==> config.mk <==
export PLATFORM = sky130hd
export DESIGN_NAME = rgb_to_hsl_converter
export DESIGN_NICKNAME = d
export VERILOG_FILES = /design/src/hdl/rgbhsl_pkg.sv /design/src/hdl/rgbhsl_prep.sv /design/src/hdl/rgbhsl_div_cell.sv /design/src/hdl/rgb_to_hsl_converter.sv
export SDC_FILE = /design/constraint.sdc
export NUM_CORES = 2
export LEC_CHECK = 0
export BUFFER_PORTS_ARGS = -buffer_cell sky130_fd_sc_hd__buf_4
export CAP_MARGIN = 20
export CORE_MARGIN = 2
export CORE_UTILIZATION = 64
export DETAILED_ROUTE_END_ITERATION = 12
export MAX_ROUTING_LAYER = met4
export PLACE_DENSITY = 0.83
export SYNTH_ARGS = -nofsm -noshare
export SYNTH_HDL_FRONTEND = slang
export SYNTH_HIERARCHICAL = 1
export SYNTH_SLANG_ARGS = --single-unit
==> constraint.sdc <==
create_clock -name i_clk -period 52.2 [get_ports i_clk]
set_clock_uncertainty 0.1 [all_clocks]
set_input_delay 10.44 -clock i_clk [delete_from_list [all_inputs] [get_ports i_clk]]
set_output_delay 10.44 -clock i_clk [all_outputs]
set_load 0.02 [all_outputs]
==> src/hdl/rgbhsl_pkg.sv <==
`timescale 1ns / 1ps
// ============================================================================
// rgbhsl_pkg
// Shared widths and the per-stage payload of the RGB to HSL converter.
// ============================================================================
package rgbhsl_pkg;

    localparam int COMP_W     = 8;   // width of one color component
    localparam int FRAC_W     = 16;  // width of each HSL fraction
    localparam int NUM_CELLS  = 16;  // one quotient bit per division cell
    localparam int SAT_DEN_W  = 8;   // saturation divisor never exceeds 255
    localparam int HUE_DEN_W  = 11;  // six times delta never exceeds 1530

    // Everything one pixel carries from one division cell to the next.
    typedef struct packed {
        logic                 valid;
        logic [FRAC_W-1:0]    light;
        logic [SAT_DEN_W-1:0] sat_den;
        logic [SAT_DEN_W-1:0] sat_rem;
        logic [FRAC_W-1:0]    sat_num;
        logic [FRAC_W-1:0]    sat_q;
        logic [HUE_DEN_W-1:0] hue_den;
        logic [HUE_DEN_W-1:0] hue_rem;
        logic [FRAC_W-1:0]    hue_q;
    } t_div_state;

endpackage

==> src/hdl/rgbhsl_prep.sv <==
`timescale 1ns / 1ps
// ============================================================================
// rgbhsl_prep
// Front stage: extremes, lightness, and the numerators and divisors that the
// division cells work on.
// ============================================================================
module rgbhsl_prep
    import rgbhsl_pkg::*;
(
    input  logic              i_clk,
    input  logic              i_rst_n,
    input  logic              i_ce,
    input  logic              i_valid,
    input  logic [COMP_W-1:0] i_red,
    input  logic [COMP_W-1:0] i_green,
    input  logic [COMP_W-1:0] i_blue,
    output t_div_state        o_state
);

    logic [COMP_W-1:0]    w_max;
    logic [COMP_W-1:0]    w_min;
    logic [COMP_W-1:0]    w_dl;
    logic [COMP_W:0]      w_sum;
    logic [FRAC_W:0]      w_light_x2;
    logic [COMP_W:0]      w_den_hi;
    logic [23:0]          w_sat_num;
    logic [HUE_DEN_W-1:0] w_six;
    logic signed [12:0]   w_t;
    logic signed [12:0]   w_t_wrap;
    logic                 w_gray;
    t_div_state           r_state;
    t_div_state           n_state;

    always_comb begin
        w_max = i_red;
        if (i_green > w_max) w_max = i_green;
        if (i_blue > w_max) w_max = i_blue;
        w_min = i_red;
        if (i_green < w_min) w_min = i_green;
        if (i_blue < w_min) w_min = i_blue;

        w_dl       = w_max - w_min;
        w_gray     = (w_dl == '0);
        w_sum      = {1'b0, w_max} + {1'b0, w_min};
        w_light_x2 = {w_sum, 8'd0} + {8'd0, w_sum};
        w_den_hi   = 9'd510 - w_sum;
        w_sat_num  = {w_dl, 16'd0} - {16'd0, w_dl};
        w_six      = {1'b0, w_dl, 2'b00} + {2'b00, w_dl, 1'b0};

        // Red wins ties over green, green over blue.
        if (i_red == w_max) begin
            w_t = $signed({5'd0, i_green}) - $signed({5'd0, i_blue});
        end else if (i_green == w_max) begin
            w_t = $signed({4'd0, w_dl, 1'b0})
                + $signed({5'd0, i_blue}) - $signed({5'd0, i_red});
        end else begin
            w_t = $signed({3'd0, w_dl, 2'b00})
                + $signed({5'd0, i_red}) - $signed({5'd0, i_green});
        end
        w_t_wrap = (w_t < 0) ? (w_t + $signed({2'd0, w_six})) : w_t;

        n_state.valid   = i_valid;
        n_state.light   = w_light_x2[FRAC_W:1];
        // A gray pixel gets unit divisors so both quotients come out zero.
        if (w_gray) begin
            n_state.sat_den = SAT_DEN_W'(1);
            n_state.hue_den = HUE_DEN_W'(1);
        end else begin
            n_state.sat_den = (w_sum < 9'd255) ? w_sum[SAT_DEN_W-1:0]
                                               : w_den_hi[SAT_DEN_W-1:0];
            n_state.hue_den = w_six;
        end
        n_state.sat_rem = w_sat_num[23:16];
        n_state.sat_num = w_sat_num[15:0];
        n_state.sat_q   = '0;
        n_state.hue_rem = w_t_wrap[HUE_DEN_W-1:0];
        n_state.hue_q   = '0;
    end

    always_ff @(posedge i_clk) begin
        if (!i_rst_n) begin
            r_state.valid <= 1'b0;
        end else if (i_ce) begin
            r_state.valid <= n_state.valid;
        end
    end

    always_ff @(posedge i_clk) begin
        if (i_ce) begin
            r_state.light   <= n_state.light;
            r_state.sat_den <= n_state.sat_den;
            r_state.sat_rem <= n_state.sat_rem;
            r_state.sat_num <= n_state.sat_num;
            r_state.sat_q   <= n_state.sat_q;
            r_state.hue_den <= n_state.hue_den;
            r_state.hue_rem <= n_state.hue_rem;
            r_state.hue_q   <= n_state.hue_q;
        end
    end

    assign o_state = r_state;

endmodule

==> src/hdl/rgbhsl_div_cell.sv <==
`timescale 1ns / 1ps
// ============================================================================
// rgbhsl_div_cell
// One restoring-division step for both saturation and hue, one quotient bit
// each, registered toward the next cell.
// ============================================================================
module rgbhsl_div_cell
    import rgbhsl_pkg::*;
(
    input  logic       i_clk,
    input  logic       i_rst_n,
    input  logic       i_ce,
    input  t_div_state i_prev,
    output t_div_state o_next
);

    logic [SAT_DEN_W:0]   w_sat_try;
    logic [SAT_DEN_W:0]   w_sat_diff;
    logic                 w_sat_bit;
    logic [HUE_DEN_W:0]   w_hue_try;
    logic [HUE_DEN_W:0]   w_hue_diff;
    logic                 w_hue_bit;
    t_div_state           r_state;
    t_div_state           n_state;

    always_comb begin
        w_sat_try  = {i_prev.sat_rem, i_prev.sat_num[FRAC_W-1]};
        w_sat_diff = w_sat_try - {1'b0, i_prev.sat_den};
        w_sat_bit  = (w_sat_try >= {1'b0, i_prev.sat_den});
        w_hue_try  = {i_prev.hue_rem, 1'b0};
        w_hue_diff = w_hue_try - {1'b0, i_prev.hue_den};
        w_hue_bit  = (w_hue_try >= {1'b0, i_prev.hue_den});

        n_state         = i_prev;
        n_state.sat_rem = w_sat_bit ? w_sat_diff[SAT_DEN_W-1:0]
                                    : w_sat_try[SAT_DEN_W-1:0];
        n_state.sat_num = {i_prev.sat_num[FRAC_W-2:0], 1'b0};
        n_state.sat_q   = {i_prev.sat_q[FRAC_W-2:0], w_sat_bit};
        n_state.hue_rem = w_hue_bit ? w_hue_diff[HUE_DEN_W-1:0]
                                    : w_hue_try[HUE_DEN_W-1:0];
        n_state.hue_q   = {i_prev.hue_q[FRAC_W-2:0], w_hue_bit};
    end

    always_ff @(posedge i_clk) begin
        if (!i_rst_n) begin
            r_state.valid <= 1'b0;
        end else if (i_ce) begin
            r_state.valid <= n_state.valid;
        end
    end

    always_ff @(posedge i_clk) begin
        if (i_ce) begin
            r_state.light   <= n_state.light;
            r_state.sat_den <= n_state.sat_den;
            r_state.sat_rem <= n_state.sat_rem;
            r_state.sat_num <= n_state.sat_num;
            r_state.sat_q   <= n_state.sat_q;
            r_state.hue_den <= n_state.hue_den;
            r_state.hue_rem <= n_state.hue_rem;
            r_state.hue_q   <= n_state.hue_q;
        end
    end

    assign o_next = r_state;

    // The partial remainders must stay below their divisors in every cell.
    a_sat_rem_bound: assert property (@(posedge i_clk) disable iff (!i_rst_n)
        r_state.valid |-> (r_state.sat_rem < r_state.sat_den))
        else $error("saturation remainder not below divisor");

    a_hue_rem_bound: assert property (@(posedge i_clk) disable iff (!i_rst_n)
        r_state.valid |-> (r_state.hue_rem < r_state.hue_den))
        else $error("hue remainder not below divisor");

    a_valid_moves: assert property (@(posedge i_clk) disable iff (!i_rst_n)
        (i_ce && i_prev.valid) |=> r_state.valid)
        else $error("valid request lost between cells");

endmodule

==> src/hdl/rgb_to_hsl_converter.sv <==
`timescale 1ns / 1ps
// ============================================================================
// rgb_to_hsl_converter
// Streams 8-bit RGB pixels in and 16-bit hue, saturation and lightness out.
// ============================================================================
//
//  Channel  Direction  Payload (low bit first)             Handshake
//  -------  ---------  ----------------------------------  -----------------
//  s        in         red[7:0] green[15:8] blue[23:16]    tvalid / tready
//  m        out        hue[15:0] sat[31:16] light[47:32]   tvalid / tready
//
// Each request passes through one front stage that finds max, min and the
// numerators, sixteen division cells that each produce one quotient bit of
// both divisions, and the output register. One request is taken per clock
// for as long as the output side keeps up. Reset (i_rst_n low at a clock
// edge) empties the chain. When the output stalls, the last finished
// request parks in a skid register and the whole chain freezes in the cycle
// after, so nothing is dropped.
//
module rgb_to_hsl_converter
    import rgbhsl_pkg::*;
(
    input  logic                  i_clk,
    input  logic                  i_rst_n,
    // red[7:0], green[15:8], blue[23:16]
    input  logic [3*COMP_W-1:0]   i_s_tdata,
    input  logic                  i_s_tvalid,
    output logic                  o_s_tready,
    // hue[15:0], saturation[31:16], lightness[47:32]
    output logic [3*FRAC_W-1:0]   o_m_tdata,
    output logic                  o_m_tvalid,
    input  logic                  i_m_tready
);

    t_div_state             w_chain [0:NUM_CELLS];
    t_div_state             w_last;
    logic                   w_ce;
    logic                   r_out_valid;
    logic [3*FRAC_W-1:0]    r_out_data;
    logic                   r_skid_valid;
    logic [3*FRAC_W-1:0]    r_skid_data;
    logic [3*FRAC_W-1:0]    w_last_data;

    // The chain advances whenever the skid register is free.
    assign w_ce       = !r_skid_valid;
    assign o_s_tready = w_ce;

    rgbhsl_prep u_prep (
        .i_clk   (i_clk),
        .i_rst_n (i_rst_n),
        .i_ce    (w_ce),
        .i_valid (i_s_tvalid),
        .i_red   (i_s_tdata[COMP_W-1:0]),
        .i_green (i_s_tdata[2*COMP_W-1:COMP_W]),
        .i_blue  (i_s_tdata[3*COMP_W-1:2*COMP_W]),
        .o_state (w_chain[0])
    );

    for (genvar g_cell = 0; g_cell < NUM_CELLS; g_cell++) begin : g_cells
        rgbhsl_div_cell u_cell (
            .i_clk   (i_clk),
            .i_rst_n (i_rst_n),
            .i_ce    (w_ce),
            .i_prev  (w_chain[g_cell]),
            .o_next  (w_chain[g_cell+1])
        );
    end

    assign w_last      = w_chain[NUM_CELLS];
    assign w_last_data = {w_last.light, w_last.sat_q, w_last.hue_q};

    // Output register with a one-entry skid behind it.
    always_ff @(posedge i_clk) begin
        if (!i_rst_n) begin
            r_out_valid  <= 1'b0;
            r_skid_valid <= 1'b0;
        end else if (r_skid_valid) begin
            if (i_m_tready) begin
                r_out_valid  <= 1'b1;
                r_skid_valid <= 1'b0;
            end
        end else if (r_out_valid && !i_m_tready) begin
            r_skid_valid <= w_last.valid;
        end else begin
            r_out_valid <= w_last.valid;
        end
    end

    always_ff @(posedge i_clk) begin
        if (r_skid_valid) begin
            if (i_m_tready) begin
                r_out_data <= r_skid_data;
            end
        end else if (r_out_valid && !i_m_tready) begin
            r_skid_data <= w_last_data;
        end else begin
            r_out_data <= w_last_data;
        end
    end

    assign o_m_tvalid = r_out_valid;
    assign o_m_tdata  = r_out_data;

    // A parked request always has a request in front of it.
    a_skid_behind_out: assert property (@(posedge i_clk) disable iff (!i_rst_n)
        r_skid_valid |-> r_out_valid)
        else $error("skid register holds data with the output empty");

    a_skid_fill_cause: assert property (@(posedge i_clk) disable iff (!i_rst_n)
        $rose(r_skid_valid) |-> $past(r_out_valid && !i_m_tready))
        else $error("skid register filled without an output stall");

    // Zero saturation only happens for gray pixels, whose hue is zero too.
    a_gray_hue: assert property (@(posedge i_clk) disable iff (!i_rst_n)
        (r_out_valid && (r_out_data[2*FRAC_W-1:FRAC_W] == '0))
            |-> (r_out_data[FRAC_W-1:0] == '0))
        else $error("zero saturation with nonzero hue");

endmodule
==> impl_metrics.prom <==
# TYPE chip_impl_metric gauge
chip_impl_info{name="outcome",value="completed"} 1
chip_impl_info{name="tritoncts",value="built"} 1
chip_impl_metric{name="fin_crit",unit="ns"} 19.10
chip_impl_metric{name="report.final.slew_viol_count",unit=""} 0
chip_impl_metric{name="timing.setup.tns",unit="ns"} 0
chip_impl_info{name="worstHoldPathType",value="reg2reg"} 1
chip_impl_metric{name="top_level_ports",unit=""} 78
chip_impl_metric{name="drt-wirelength-per-cell",unit="um"} 20.2
chip_impl_metric{name="ctsResizeCount",unit=""} 0
chip_impl_metric{name="drive_above_1_share",unit=""} 0.137
chip_impl_metric{name="rows",unit=""} 118
chip_impl_metric{name="timing.critical_path.slowest_cell_delay",unit="ns"} 0.72
chip_impl_metric{name="min_delay_path_depth",unit=""} 0
chip_impl_metric{name="cts_htree_levels",unit=""} 4
chip_impl_metric{name="gp_congestion",unit=""} 0.893
chip_impl_metric{name="viasPerCell",unit=""} 5.91
chip_impl_metric{name="groute.usage.overall",unit=""} 0.247
chip_impl_metric{name="synth_nets",unit=""} 5137
chip_impl_metric{name="floorplan.die.height",unit="um"} 327
chip_impl_metric{name="cts_setup_buffers",unit=""} 0
chip_impl_metric{name="cts_num_sinks",unit=""} 1402
chip_impl_info{name="rsz0062_at_grt",value="false"} 1
chip_impl_metric{name="global_route_wire_length_before_repair",unit="um"} 202000
chip_impl_info{name="critical_path_class",value="in2reg"} 1
chip_impl_metric{name="globalRoute.totalOverflow",unit=""} 0
chip_impl_metric{name="yosys_warnings",unit=""} 6
chip_impl_metric{name="fp.dieW",unit="um"} 327
chip_impl_metric{name="max_cap_violations",unit=""} 0
chip_impl_metric{name="cts_made_buffers",unit=""} 140
chip_impl_metric{name="worst-endpoint-required",unit="ns"} 52.58
chip_impl_metric{name="synthesis.instances",unit=""} 4661
chip_impl_metric{name="dr.pass1.iters",unit=""} 6
chip_impl_metric{name="drtIter0Drc",unit=""} 3133
chip_impl_metric{name="critPathArrivalTime",unit="ns"} 19.48
chip_impl_metric{name="tightest_slew",unit="ns"} 1.05
chip_impl_info{name="critical_path.slowest_cell",value="nor2_1"} 1
chip_impl_metric{name="floorplan.initialDensity",unit=""} 0.645
chip_impl_metric{name="max_clock_freq",unit="MHz"} 52.4
chip_impl_metric{name="route.antenna.remaining_nets",unit=""} 0
chip_impl_metric{name="worstRegToRegCells",unit=""} 5
chip_impl_metric{name="fin_nets",unit=""} 5295
chip_impl_metric{name="initial_antenna_violation_count",unit=""} 1
chip_impl_metric{name="crit_fanout",unit=""} 14
chip_impl_metric{name="mapped_avg_cell_area",unit="um^2"} 14.3
chip_impl_metric{name="postCtsHoldBufs",unit=""} 0
chip_impl_info{name="start_kind",value="input pin"} 1
chip_impl_metric{name="die_outline_area",unit="um^2"} 107000
chip_impl_metric{name="coreArea",unit="um^2"} 103000
chip_impl_metric{name="clk_latency_worst_skew_pair",unit="ns"} 0.75
chip_impl_metric{name="vias",unit=""} 37300
chip_impl_metric{name="layout.filler_cells",unit=""} 6315
chip_impl_metric{name="routed_wirelength",unit="um"} 128000
chip_impl_metric{name="relative_slew_slack",unit=""} 0.298
chip_impl_metric{name="final_min_period_over_clock_period",unit=""} 0.366
chip_impl_metric{name="largest_net_degree_at_the_start_of_global_routing",unit=""} 202
chip_impl_metric{name="clk_pin_slew_worst_paths",unit="ns"} 0.07
chip_impl_metric{name="numPortBuffers",unit=""} 77
chip_impl_metric{name="remaining_drc_errors",unit=""} 0
chip_impl_metric{name="hold_viol_final",unit=""} 0
chip_impl_info{name="timing.critical_path.to_type",value="flip-flop"} 1
chip_impl_metric{name="mappedNetlistArea",unit="um^2"} 66700
chip_impl_metric{name="grt_pass1_vias",unit=""} 38100
chip_impl_metric{name="clockBufferDepth",unit=""} 3
chip_impl_info{name="cts_root_buf",value="clkbuf_16"} 1
chip_impl_metric{name="setup_viol",unit=""} 0
chip_impl_metric{name="layout_stage_area_growth_over_the_synthesis_result",unit="%"} 9.66
chip_impl_metric{name="place.detailed.hpwl",unit="um"} 83800
==> sequential cells by signal (all words and copies together), names as in the netlist <==
signal,flops
r_skid_data,48
r_skid_valid,1
u_prep/o_state,70
g_cells.u_cell/o_next,1234
o_m_tdata,48
o_m_tvalid,1
==> worst max-delay path: cells and delay by family <==
family	cells	cell delay, ns
AO/OA/AOI/OAI	15	3.36
XOR/XNOR	3	0.90
adder cells (fa/ha/maj)	7	2.54
buffers and inverters	6	0.85
AND/OR/NAND/NOR	8	1.38
==> stage by stage <==
| stage | util | hold WS, ns | setup slack, ns | area (um^2) | cells |
|---|---|---|---|---|---|
| 6_report | 0.707 | 0.307 | 33.10 | 73200 | 6308 |
| 5_1_grt | 0.707 | 0.313 | 32.41 | 73200 | 6308 |
| 4_1_cts | 0.707 | 0.307 | 33.17 | 73100 | 6305 |
| 3_5_place_dp | 0.663 | 0.305 | 32.38 | 68600 | 6055 |
| 3_3_place_gp | 0.663 | 0.300 | 32.55 | 68600 | 6054 |
| 2_1_floorplan | - | 0.300 | 15.82 | 66700 | 4661 |
==> layout by cell type (no fill, tap or decap), drive strengths merged, types with 13 or more instances in the layout <==
| master | instances |
|---|---|
| edfxtp | 1383 |
| inv | 510 |
| ha | 397 |
| a21oi | 306 |
| nor2 | 247 |
| o21ai | 215 |
| mux2 | 186 |
| xnor2 | 178 |
| nand2 | 178 |
| clkbuf | 161 |
| buf | 105 |
| a21o | 77 |
| nor2b | 66 |
| clkinv | 62 |
| xor2 | 58 |
| nand2b | 55 |
| o21a | 54 |
| nand4 | 53 |
| fa | 51 |
| mux2i | 48 |
| o21bai | 39 |
| a21boi | 38 |
| nor3 | 32 |
| and3 | 32 |
| a31oi | 28 |
| a221oi | 27 |
| o211ai | 27 |
| a211oi | 26 |
| a31o | 21 |
| o311ai | 20 |
| dfxtp | 19 |
| a41oi | 19 |
| or3 | 16 |
| nand3 | 16 |
| o221ai | 15 |
| o31ai | 15 |
| nor4 | 14 |
| and2 | 13 |
==> final timing paths <==
path	startpoint	to	slack (ns)
worst max-delay path	i_s_tdata[1]	u_prep/o_state[26]	33.10
worst min-delay path	g_cells[5].u_cell/o_next[4]	g_cells[6].u_cell/o_next[5]	0.31
worst max register to register	r_skid_valid	g_cells[0].u_cell/o_next[36]	47.09
worst min register to register	g_cells[5].u_cell/o_next[4]	g_cells[6].u_cell/o_next[5]	0.31
==> layer usage <==
metal | track usage | vias up | wire length (um)
met4 | 0.0948 | 0 | 4440
met2 | 0.440 | 1010 | 68500
li1 | - | 17600 | -
met1 | 0.281 | 18300 | 50000
met5 | - | - | 0
met3 | 0.0346 | 318 | 4710
==> area by class of cell <==
type,count,area (um^2),area share
Antenna cell,1,2.50,0.0000342
Sequential cell,1402,41900,0.573
Clock buffer,161,3670,0.0501
Multi-Input combinational cell,2669,22300,0.305
Clock inverter,89,845,0.0115
Tap cell,1380,1730,0.0236
Timing Repair Buffer,105,837,0.0114
Inverter,501,1890,0.0258
Power is left out: the tool's default activity adds up to more than one toggle a clock period on the data nets, which glitch-free logic cannot reach.
